<file path="config.mk">
export PLATFORM = sky130hd
export DESIGN_NAME = lens_actuator_ramp_controller_core
export DESIGN_NICKNAME = d
export VERILOG_FILES = /design/src/design/larc_pkg.sv /design/src/design/lens_actuator_ramp_controller_core.sv
export VERILOG_INCLUDE_DIRS = /design/src /design/src/design
export SDC_FILE = /design/constraint.sdc
export NUM_CORES = 1
export LEC_CHECK = 0
export CAP_MARGIN = 5
export CELL_PAD_IN_SITES_DETAIL_PLACEMENT = 0
export CELL_PAD_IN_SITES_GLOBAL_PLACEMENT = 1
export CORE_MARGIN = 2
export CORE_UTILIZATION = 49
export DETAILED_ROUTE_END_ITERATION = 8
export DONT_BUFFER_PORTS = 1
export PLACE_DENSITY = 0.84
export SYNTH_ARGS = -nofsm -noshare
export SYNTH_HDL_FRONTEND = slang
export SYNTH_SLANG_ARGS = --single-unit
export TNS_END_PERCENT = 50
</file>
<file path="constraint.sdc">
create_clock -name i_clk -period 6 [get_ports i_clk]
set_clock_uncertainty 0.2 [all_clocks]
set_input_delay 1.2 -clock i_clk [delete_from_list [all_inputs] [get_ports i_clk]]
set_output_delay 1.2 -clock i_clk [all_outputs]
set_load 0.02 [all_outputs]
</file>
<file path="src/design/lens_actuator_ramp_controller_core_assert.svh">
// Assertion macros for the lens actuator ramp controller.
// Used by lens_actuator_ramp_controller_core.sv; no other dependencies.
`ifndef LENS_ACTUATOR_RAMP_CONTROLLER_CORE_ASSERT_SVH
`define LENS_ACTUATOR_RAMP_CONTROLLER_CORE_ASSERT_SVH

`ifndef ASSERT_OFF
`define ASSERT_CLK(name, clk, rst_n, prop) \
    name: assert property (@(posedge clk) disable iff (!rst_n) prop) \
        else $error("assertion failed");
`define ASSERT_NEVER(name, clk, rst_n, expr) \
    name: assert property (@(posedge clk) disable iff (!rst_n) !(expr)) \
        else $error("forbidden condition seen");
`else
`define ASSERT_CLK(name, clk, rst_n, prop)
`define ASSERT_NEVER(name, clk, rst_n, expr)
`endif

`endif

</file>
<file path="src/design/larc_pkg.sv">
// Package for the lens actuator ramp controller: widths, reset values, codes.
// No dependencies.
package larc_pkg;

    localparam int POSITION_BITS   = 10;
    localparam int USER_COUNT_BITS = 8;
    localparam int POLL_BITS       = 8;
    localparam int CFG_DATA_BITS   = POSITION_BITS;
    localparam int CFG_INDEX_BITS  = 2;

    localparam logic [POSITION_BITS-1:0]   RAMP_STEP_RESET   = POSITION_BITS'(16);
    localparam logic [POSITION_BITS-1:0]   IDLE_POS_RESET    = POSITION_BITS'(512);
    localparam logic [POLL_BITS-1:0]       RETRY_LIMIT_RESET = POLL_BITS'(10);
    localparam logic [POSITION_BITS-1:0]   START_POS_RESET   = POSITION_BITS'(480);
    localparam logic [USER_COUNT_BITS-1:0] USERS_MAX         = '1;

    localparam logic [CFG_INDEX_BITS-1:0] CFG_RAMP_STEP   = 2'd0;
    localparam logic [CFG_INDEX_BITS-1:0] CFG_IDLE_POS    = 2'd1;
    localparam logic [CFG_INDEX_BITS-1:0] CFG_RETRY_LIMIT = 2'd2;
    localparam logic [CFG_INDEX_BITS-1:0] CFG_START_POS   = 2'd3;

    typedef enum logic [1:0] {
        MODE_SET  = 2'd0,
        MODE_UP   = 2'd1,
        MODE_DOWN = 2'd2,
        MODE_TICK = 2'd3
    } t_mode;

    typedef enum logic [1:0] {
        KIND_NONE  = 2'd0,
        KIND_WAKE  = 2'd1,
        KIND_SLEEP = 2'd2,
        KIND_MOVE  = 2'd3
    } t_ramp_kind;

    typedef enum logic [2:0] {
        ERR_OK        = 3'd0,
        ERR_BUSY      = 3'd1,
        ERR_LINK      = 3'd2,
        ERR_UNMATCHED = 3'd3,
        ERR_REJECT    = 3'd4
    } t_err;

endpackage

</file>
<file path="src/design/lens_actuator_ramp_controller_core.sv">
// Lens actuator ramp controller: event-driven slew-limited DAC positioner.
// Depends on larc_pkg.sv and lens_actuator_ramp_controller_core_assert.svh.
//
// Usage:
//   Input channel (i_in_valid / o_in_stall) carries one event per beat:
//   set target, power up, power down or tick, with busy and link status.
//   Output channel (o_out_valid / i_out_stall) returns exactly one result
//   beat per event: DAC write, control write, ramp done, error, powered.
//   The event updates the state and loads the result register at the
//   accepting edge. Throughput is one event per cycle; the next event is
//   taken while a result waits, as long as the result register is empty
//   or being drained in the same cycle.
//   o_in_stall rises only when a result is held and i_out_stall is high;
//   the held result stays unchanged until taken.
//   Reset (i_rst_n low, synchronous) loads the configuration defaults,
//   clears the user count and any ramp, and empties the result register.
//   The user must make configuration writes (i_cfg_we) only while the
//   block is idle; the block does not enforce it. The start position only
//   matters at reset, where its default is used; writes have no effect.
module lens_actuator_ramp_controller_core (
    input  logic                                  i_clk,
    input  logic                                  i_rst_n,
    input  logic                                  i_cfg_we,
    input  logic [larc_pkg::CFG_INDEX_BITS-1:0]   i_cfg_index,
    input  logic [larc_pkg::CFG_DATA_BITS-1:0]    i_cfg_data,
    input  logic                                  i_in_valid,
    output logic                                  o_in_stall,
    input  logic [1:0]                            i_mode,
    input  logic [larc_pkg::POSITION_BITS-1:0]    i_target_position,
    input  logic                                  i_actuator_busy,
    input  logic                                  i_link_error,
    output logic                                  o_out_valid,
    input  logic                                  i_out_stall,
    output logic                                  o_dac_write,
    output logic [larc_pkg::POSITION_BITS-1:0]    o_dac_value,
    output logic                                  o_control_write,
    output logic                                  o_standby,
    output logic                                  o_ramp_done,
    output logic [2:0]                            o_error_code,
    output logic                                  o_powered
);

    localparam int PB = larc_pkg::POSITION_BITS;
    localparam int UB = larc_pkg::USER_COUNT_BITS;
    localparam int CB = larc_pkg::POLL_BITS;

    // configuration
    logic [PB-1:0] r_ramp_step;
    logic [PB-1:0] r_idle_pos;
    logic [CB-1:0] r_retry_limit;

    // controller state
    logic [PB-1:0]           r_committed, n_committed;
    logic [PB-1:0]           r_rollback,  n_rollback;
    logic [PB-1:0]           r_ramp_pos,  n_ramp_pos;
    logic [PB-1:0]           r_ramp_tgt,  n_ramp_tgt;
    larc_pkg::t_ramp_kind    r_kind,      n_kind;
    logic [UB-1:0]           r_users,     n_users;
    logic [CB-1:0]           r_polls,     n_polls;

    // result register
    logic               r_out_valid;
    logic               r_dac_write,  n_dac_write;
    logic [PB-1:0]      r_dac_value,  n_dac_value;
    logic               r_ctrl_write, n_ctrl_write;
    logic               r_standby,    n_standby;
    logic               r_done,       n_done;
    larc_pkg::t_err     r_err,        n_err;
    logic               r_powered;

    logic               in_accept;
    logic               ramping;
    logic               do_abort;
    larc_pkg::t_mode    mode;
    logic [PB-1:0]      step;
    logic [PB:0]        sum_up;
    logic [PB:0]        sum_tgt;
    logic [PB-1:0]      up_next;
    logic [PB-1:0]      dn_next;
    logic [PB-1:0]      next_pos;
    logic [CB-1:0]      polls_inc;

    logic               user_ramp;
    logic               out_err;
    logic               sleep_end;

    assign o_in_stall = r_out_valid && i_out_stall;
    assign in_accept  = i_in_valid && !o_in_stall;
    assign mode       = larc_pkg::t_mode'(i_mode);
    assign ramping    = (r_kind != larc_pkg::KIND_NONE);

    // one ramp step toward the target, clamped onto it
    assign step     = (r_ramp_step == '0) ? PB'(1) : r_ramp_step;
    assign sum_up   = {1'b0, r_ramp_pos} + {1'b0, step};
    assign sum_tgt  = {1'b0, r_ramp_tgt} + {1'b0, step};
    assign up_next  = (sum_up >= {1'b0, r_ramp_tgt}) ? r_ramp_tgt : sum_up[PB-1:0];
    assign dn_next  = ({1'b0, r_ramp_pos} <= sum_tgt) ? r_ramp_tgt : r_ramp_pos - step;
    assign next_pos = (r_ramp_pos < r_ramp_tgt) ? up_next : dn_next;
    assign polls_inc = r_polls + CB'(1);

    always_comb begin
        n_committed  = r_committed;
        n_rollback   = r_rollback;
        n_ramp_pos   = r_ramp_pos;
        n_ramp_tgt   = r_ramp_tgt;
        n_kind       = r_kind;
        n_users      = r_users;
        n_polls      = r_polls;
        n_dac_write  = 1'b0;
        n_dac_value  = '0;
        n_ctrl_write = 1'b0;
        n_standby    = 1'b0;
        n_done       = 1'b0;
        n_err        = larc_pkg::ERR_OK;
        do_abort     = 1'b0;

        if (mode != larc_pkg::MODE_TICK && ramping) begin
            n_err = larc_pkg::ERR_REJECT;
        end else begin
            case (mode)
                larc_pkg::MODE_SET: begin
                    n_committed = i_target_position;
                    if (r_users != '0) begin
                        n_rollback = r_committed;
                        n_kind     = larc_pkg::KIND_MOVE;
                        n_ramp_pos = r_committed;
                        n_ramp_tgt = i_target_position;
                        n_polls    = '0;
                    end
                end
                larc_pkg::MODE_UP: begin
                    if (r_users != '0) begin
                        if (r_users != larc_pkg::USERS_MAX) begin
                            n_users = r_users + UB'(1);
                        end
                    end else begin
                        n_users      = UB'(1);
                        n_ctrl_write = 1'b1;
                        n_kind       = larc_pkg::KIND_WAKE;
                        n_ramp_pos   = r_idle_pos;
                        n_ramp_tgt   = r_committed;
                        n_polls      = '0;
                    end
                end
                larc_pkg::MODE_DOWN: begin
                    if (r_users == '0) begin
                        n_err = larc_pkg::ERR_UNMATCHED;
                    end else begin
                        n_users = r_users - UB'(1);
                        if (r_users == UB'(1)) begin
                            n_kind     = larc_pkg::KIND_SLEEP;
                            n_ramp_pos = r_committed;
                            n_ramp_tgt = r_idle_pos;
                            n_polls    = '0;
                        end
                    end
                end
                larc_pkg::MODE_TICK: begin
                    if (ramping) begin
                        if (i_link_error) begin
                            n_err    = larc_pkg::ERR_LINK;
                            do_abort = 1'b1;
                        end else if (i_actuator_busy) begin
                            n_polls = polls_inc;
                            if (polls_inc >= r_retry_limit) begin
                                n_err    = larc_pkg::ERR_BUSY;
                                do_abort = 1'b1;
                            end
                        end else begin
                            n_dac_write = 1'b1;
                            n_dac_value = next_pos;
                            n_ramp_pos  = next_pos;
                            n_polls     = '0;
                            if (next_pos == r_ramp_tgt) begin
                                n_done = 1'b1;
                                if (r_kind == larc_pkg::KIND_SLEEP) begin
                                    n_ctrl_write = 1'b1;
                                    n_standby    = 1'b1;
                                end
                                n_kind = larc_pkg::KIND_NONE;
                            end
                        end
                    end
                end
                default: begin
                    n_err = larc_pkg::ERR_OK;
                end
            endcase
        end

        if (do_abort) begin
            if (r_kind == larc_pkg::KIND_MOVE) begin
                n_committed = r_rollback;
            end else if (r_kind == larc_pkg::KIND_WAKE) begin
                n_users = '0;
            end
            n_kind  = larc_pkg::KIND_NONE;
            n_polls = '0;
        end
    end

    always_ff @(posedge i_clk) begin
        if (!i_rst_n) begin
            r_ramp_step   <= larc_pkg::RAMP_STEP_RESET;
            r_idle_pos    <= larc_pkg::IDLE_POS_RESET;
            r_retry_limit <= larc_pkg::RETRY_LIMIT_RESET;
        end else if (i_cfg_we) begin
            case (i_cfg_index)
                larc_pkg::CFG_RAMP_STEP:   r_ramp_step   <= i_cfg_data;
                larc_pkg::CFG_IDLE_POS:    r_idle_pos    <= i_cfg_data;
                larc_pkg::CFG_RETRY_LIMIT: r_retry_limit <= i_cfg_data[CB-1:0];
                larc_pkg::CFG_START_POS:   r_retry_limit <= r_retry_limit;
                default:                   r_retry_limit <= r_retry_limit;
            endcase
        end
    end

    always_ff @(posedge i_clk) begin
        if (!i_rst_n) begin
            r_committed <= larc_pkg::START_POS_RESET;
            r_rollback  <= '0;
            r_ramp_pos  <= larc_pkg::IDLE_POS_RESET;
            r_ramp_tgt  <= '0;
            r_kind      <= larc_pkg::KIND_NONE;
            r_users     <= '0;
            r_polls     <= '0;
        end else if (in_accept) begin
            r_committed <= n_committed;
            r_rollback  <= n_rollback;
            r_ramp_pos  <= n_ramp_pos;
            r_ramp_tgt  <= n_ramp_tgt;
            r_kind      <= n_kind;
            r_users     <= n_users;
            r_polls     <= n_polls;
        end
    end

    always_ff @(posedge i_clk) begin
        if (!i_rst_n) begin
            r_out_valid <= 1'b0;
        end else if (in_accept) begin
            r_out_valid <= 1'b1;
        end else if (!i_out_stall) begin
            r_out_valid <= 1'b0;
        end
    end

    always_ff @(posedge i_clk) begin
        if (in_accept) begin
            r_dac_write  <= n_dac_write;
            r_dac_value  <= n_dac_value;
            r_ctrl_write <= n_ctrl_write;
            r_standby    <= n_standby;
            r_done       <= n_done;
            r_err        <= n_err;
            r_powered    <= (n_users != '0);
        end
    end

    assign o_out_valid     = r_out_valid;
    assign o_dac_write     = r_dac_write;
    assign o_dac_value     = r_dac_value;
    assign o_control_write = r_ctrl_write;
    assign o_standby       = r_standby;
    assign o_ramp_done     = r_done;
    assign o_error_code    = r_err;
    assign o_powered       = r_powered;

    assign user_ramp = (r_kind == larc_pkg::KIND_MOVE) || (r_kind == larc_pkg::KIND_WAKE);
    assign out_err   = o_out_valid && (o_error_code != larc_pkg::ERR_OK);
    assign sleep_end = o_control_write && o_ramp_done && o_dac_write && !o_powered;

`include "lens_actuator_ramp_controller_core_assert.svh"

    // move and wake ramps only exist while someone holds power
    `ASSERT_NEVER(a_ramp_needs_user, i_clk, i_rst_n, (r_users == '0) && user_ramp)
    `ASSERT_CLK(a_idle_no_polls, i_clk, i_rst_n, !ramping |-> (r_polls == '0))
    `ASSERT_CLK(a_err_no_write, i_clk, i_rst_n, out_err |-> (!o_dac_write && !o_ramp_done))
    `ASSERT_CLK(a_standby_at_done, i_clk, i_rst_n, (o_out_valid && o_standby) |-> sleep_end)
    `ASSERT_NEVER(a_no_write_zero, i_clk, i_rst_n, o_out_valid && !o_dac_write && (|o_dac_value))

endmodule

</file>
==> impl_metrics.toml <==
[worst_setup_path]
endpoint = "o_control_write$_SDFFCE_PP0P_"
worstReg2RegStart = "r_ramp_step[5]$_SDFFE_PN0P_"
worstSetupStartpoint = "r_ramp_step[5]$_SDFFE_PN0P_"
path_class = "reg2reg"
r2r_setup_slack_ns = 0.44
r2r-end = "o_control_write$_SDFFCE_PP0P_"
endpoint_kind = "register"
slowest_delay_ns = 0.46
cp_num_buf_inv = 1
crit_slowest_cell = "and2_1"
start_kind = "register"
worstRegToRegCells = 20
critPathArrivalTime_ns = 5.47
cp.required_ns = 5.91
cp_max_fo = 9
path_delay_family = "simple AND/OR/NAND/NOR gates"
path_cells = "nor4_1 > a41o_1 > ha_1 > inv_1 > fa_1 > o21ba_1 > or4_4 > nand3_1 > o21ai_1 > xnor2_1 > ha_1 > a21oi_1 > nor2b_1 > a2111o_1 > a41oi_1 > and2_1 > a22oi_1 > nand3_4 > o32ai_1 > nor2b_1"
cp_num_cells = 20

[synth]
ys.flop_type = "dfxtp_1"
synthCells = 958
syn_area_um2 = 7960
ys_seq_area_frac = 0.287
synth-seq-cells = 105
synth_nets = 1071
synth_cell_types = 85
syn-mean-instance-area_um2 = 8.30
async_flop_share = 0
synth_edf_count = 18
ys_warn_count = 0

[global_route]
grt_use_met3 = 0.0552
antenna_found_initial = 0
track_usage = 0.267
use_met2 = 0.393
grt_pass1_wl_um = 36500
grt_pass1_vias = 6500
grt_max_degree = 37
met1_usage = 0.389
grt_overflow = 0
top_usage_layer = "met2"

[clock_tree]
cts_resized = 0
postCtsSetupBuffers = 0
cts_max_level = 3
cts.clk_slew.worst_paths_ns = 0.08
cts_tree = "yes"
cts_buffers = 9
clock_sinks = 105
cts_hold_buffers = 0
cts_root_buf = "clkbuf_16"
clock_latency_ns = 0.37
ctsLongestPathBuffers = 2

[sta]
setup_tns_ns = 0
rsz0062_at_grt = "false"
hold_violations = 0
finalWorstSetupSlack_ns = 0.442
slew_headroom = 0.406
fin_hold_ws_ns = 0.297
fin_crit_sh = 0.926
drv_slew = 0
tightest_slew_ns = 0.890
period_needed_ns = 5.56
finalSetupViolCount = 0
fmax_mhz = 180

[place]
post-dp-hpwl_um = 17600
dpl.cell_count = 1127
dpl_cell_area_um2 = 8050
pre_cts_ws_ns = 0.488
port_buffers = 0
gp_congestion = 0.976

[floorplan]
die_w_um = 131
core_um2 = 15900
dieArea_um2 = 17300
die_h_um = 131
fp-row-count = 46
io-pin-count = 51
floorplan.initialDensity = 0.501

[power]
p_switching_mw = 0.745
p_leak_nw = 3.57
pwr-share-clk = 0.288
power_mw = 2.07
vdd_ir_drop_max_uv = 174
comb_power_share = 0.320
netSwitchingFraction = 0.360
intPower_mw = 1.32
power_frac_seq = 0.392
power_density_nw_per_um2 = 248

[drt]
wl_um = 22900
num_vias = 6956
drt_pass1_iterations = 7
drc = 0
ant_nets = 0
dr.first_iter.drc_count = 610
via_per_inst = 6.09
wire_per_inst_um = 20.0

[run_status]
status = "complete, no violations"

[layout]
mostFrequentLayoutCells = "nor2_1 (118), dfxtp_1 (87), ha_1 (79)"
drive_gt1_frac = 0.0593
utilization = 0.525
fillCellCount = 1551
fin_nets = 1035
n_antenna_cell = 0
area_growth_pct = 4.88
final_common_cell = "nor2_1"
fin_area_um2 = 8340
instances_no_fill = 1143

[run]
maxCapViolations = 0

[min_path]
hold_class = "reg2reg"
-- sequential cells by signal (all words and copies together), names as in the netlist --
name	count
o_standby	1
o_powered	1
o_error_code	3
r_ramp_step	10
r_idle_pos	10
o_dac_write	1
r_kind	2
o_out_valid	1
r_polls	8
r_rollback	10
r_retry_limit	8
r_ramp_pos	10
r_ramp_tgt	10
r_committed	10
r_users	8
o_control_write	1
o_dac_value	10
o_ramp_done	1
-- final cells by class --
| type | instances | area [um2] | area share |
|---|---|---|---|
| flip-flops and latches | 105 | 2280 | 0.274 |
| well taps | 216 | 270 | 0.0324 |
| inverters | 61 | 229 | 0.0274 |
| clock buffers | 12 | 268 | 0.0321 |
| repair buffers | 12 | 90.1 | 0.0108 |
| clock inverters | 4 | 23.8 | 0.00285 |
| multi-input cells | 733 | 5180 | 0.621 |
-- cells by family (layout without fill, tap and decap cells) --
family	Yosys count	after routing	synth area share
and+or+nand+nor	289	289	0.177
muxes	39	39	0.0491
AOI/OAI and AO/OA	280	280	0.243
adders and majority gates	82	82	0.132
xor gates and xnor gates	43	43	0.0473
DFF	105	105	0.287
buffers and inverters	120	89	0.0642
-- layer usage --
metal | vias up | wire length (um)
met5 | - | 0
met4 | 0 | 684
met3 | 39 | 1580
met2 | 246 | 9640
met1 | 3281 | 11000
li1 | 3390 | -
-- synth_stat cells (all sizes together), types with 10 or more instances --
master	number	area [um2]
o211ai	12	90.1
nor4	10	68.8
nor2b	13	81.3
nand3	23	128
o21ai	54	270
a22oi	24	180
clkbuf	44	196
a31oi	18	134
a21oi	68	340
buf	14	76.3
nand2b	13	81.3
xnor2	26	228
dfxtp	87	1740
nand2	49	184
nor3	17	90.1
nor2	118	443
edfxtp	18	541
inv	61	229
xor2	17	149
ha	79	988
mux2i	39	390
a21o	19	144
nand3b	10	78.8
-- tightest hold or removal path, cell delays in order, from the launching register on --
cell	delay, ns
dfxtp_1	0.33
mux2i_1	0.07
nor2_1	0.07
-- power groups by stage --
stage / logic, mW / clock network [mW] / registers, mW
floorplan: 0.509 / 0 / 0.802
global placement: 0.650 / 0 / 0.826
detailed placement: 0.645 / 0 / 0.826
CTS: 0.649 / 0.606 / 0.810
global route: 0.724 / 0.632 / 0.815
finish: 0.661 / 0.596 / 0.812
-- worst min path at each step --
stage | startpoint | end | slack, ns | cells past startpoint
CTS | r_rollback[3]$_SDFFE_PN0P_ | r_rollback[3]$_SDFFE_PN0P_ | 0.31 | 2
global route | r_retry_limit[0]$_SDFFE_PN0P_ | r_retry_limit[0]$_SDFFE_PN0P_ | 0.33 | 2
global placement | r_retry_limit[5]$_SDFFE_PN0P_ | r_retry_limit[5]$_SDFFE_PN0P_ | 0.28 | 2
finish | r_rollback[0]$_SDFFE_PN0P_ | r_rollback[0]$_SDFFE_PN0P_ | 0.30 | 2
floorplan | r_ramp_step[0]$_SDFFE_PN0P_ | r_ramp_step[0]$_SDFFE_PN0P_ | 0.26 | 2
detailed placement | r_rollback[0]$_SDFFE_PN0P_ | r_rollback[0]$_SDFFE_PN0P_ | 0.29 | 2
Power figures use the tool's default switching activity.
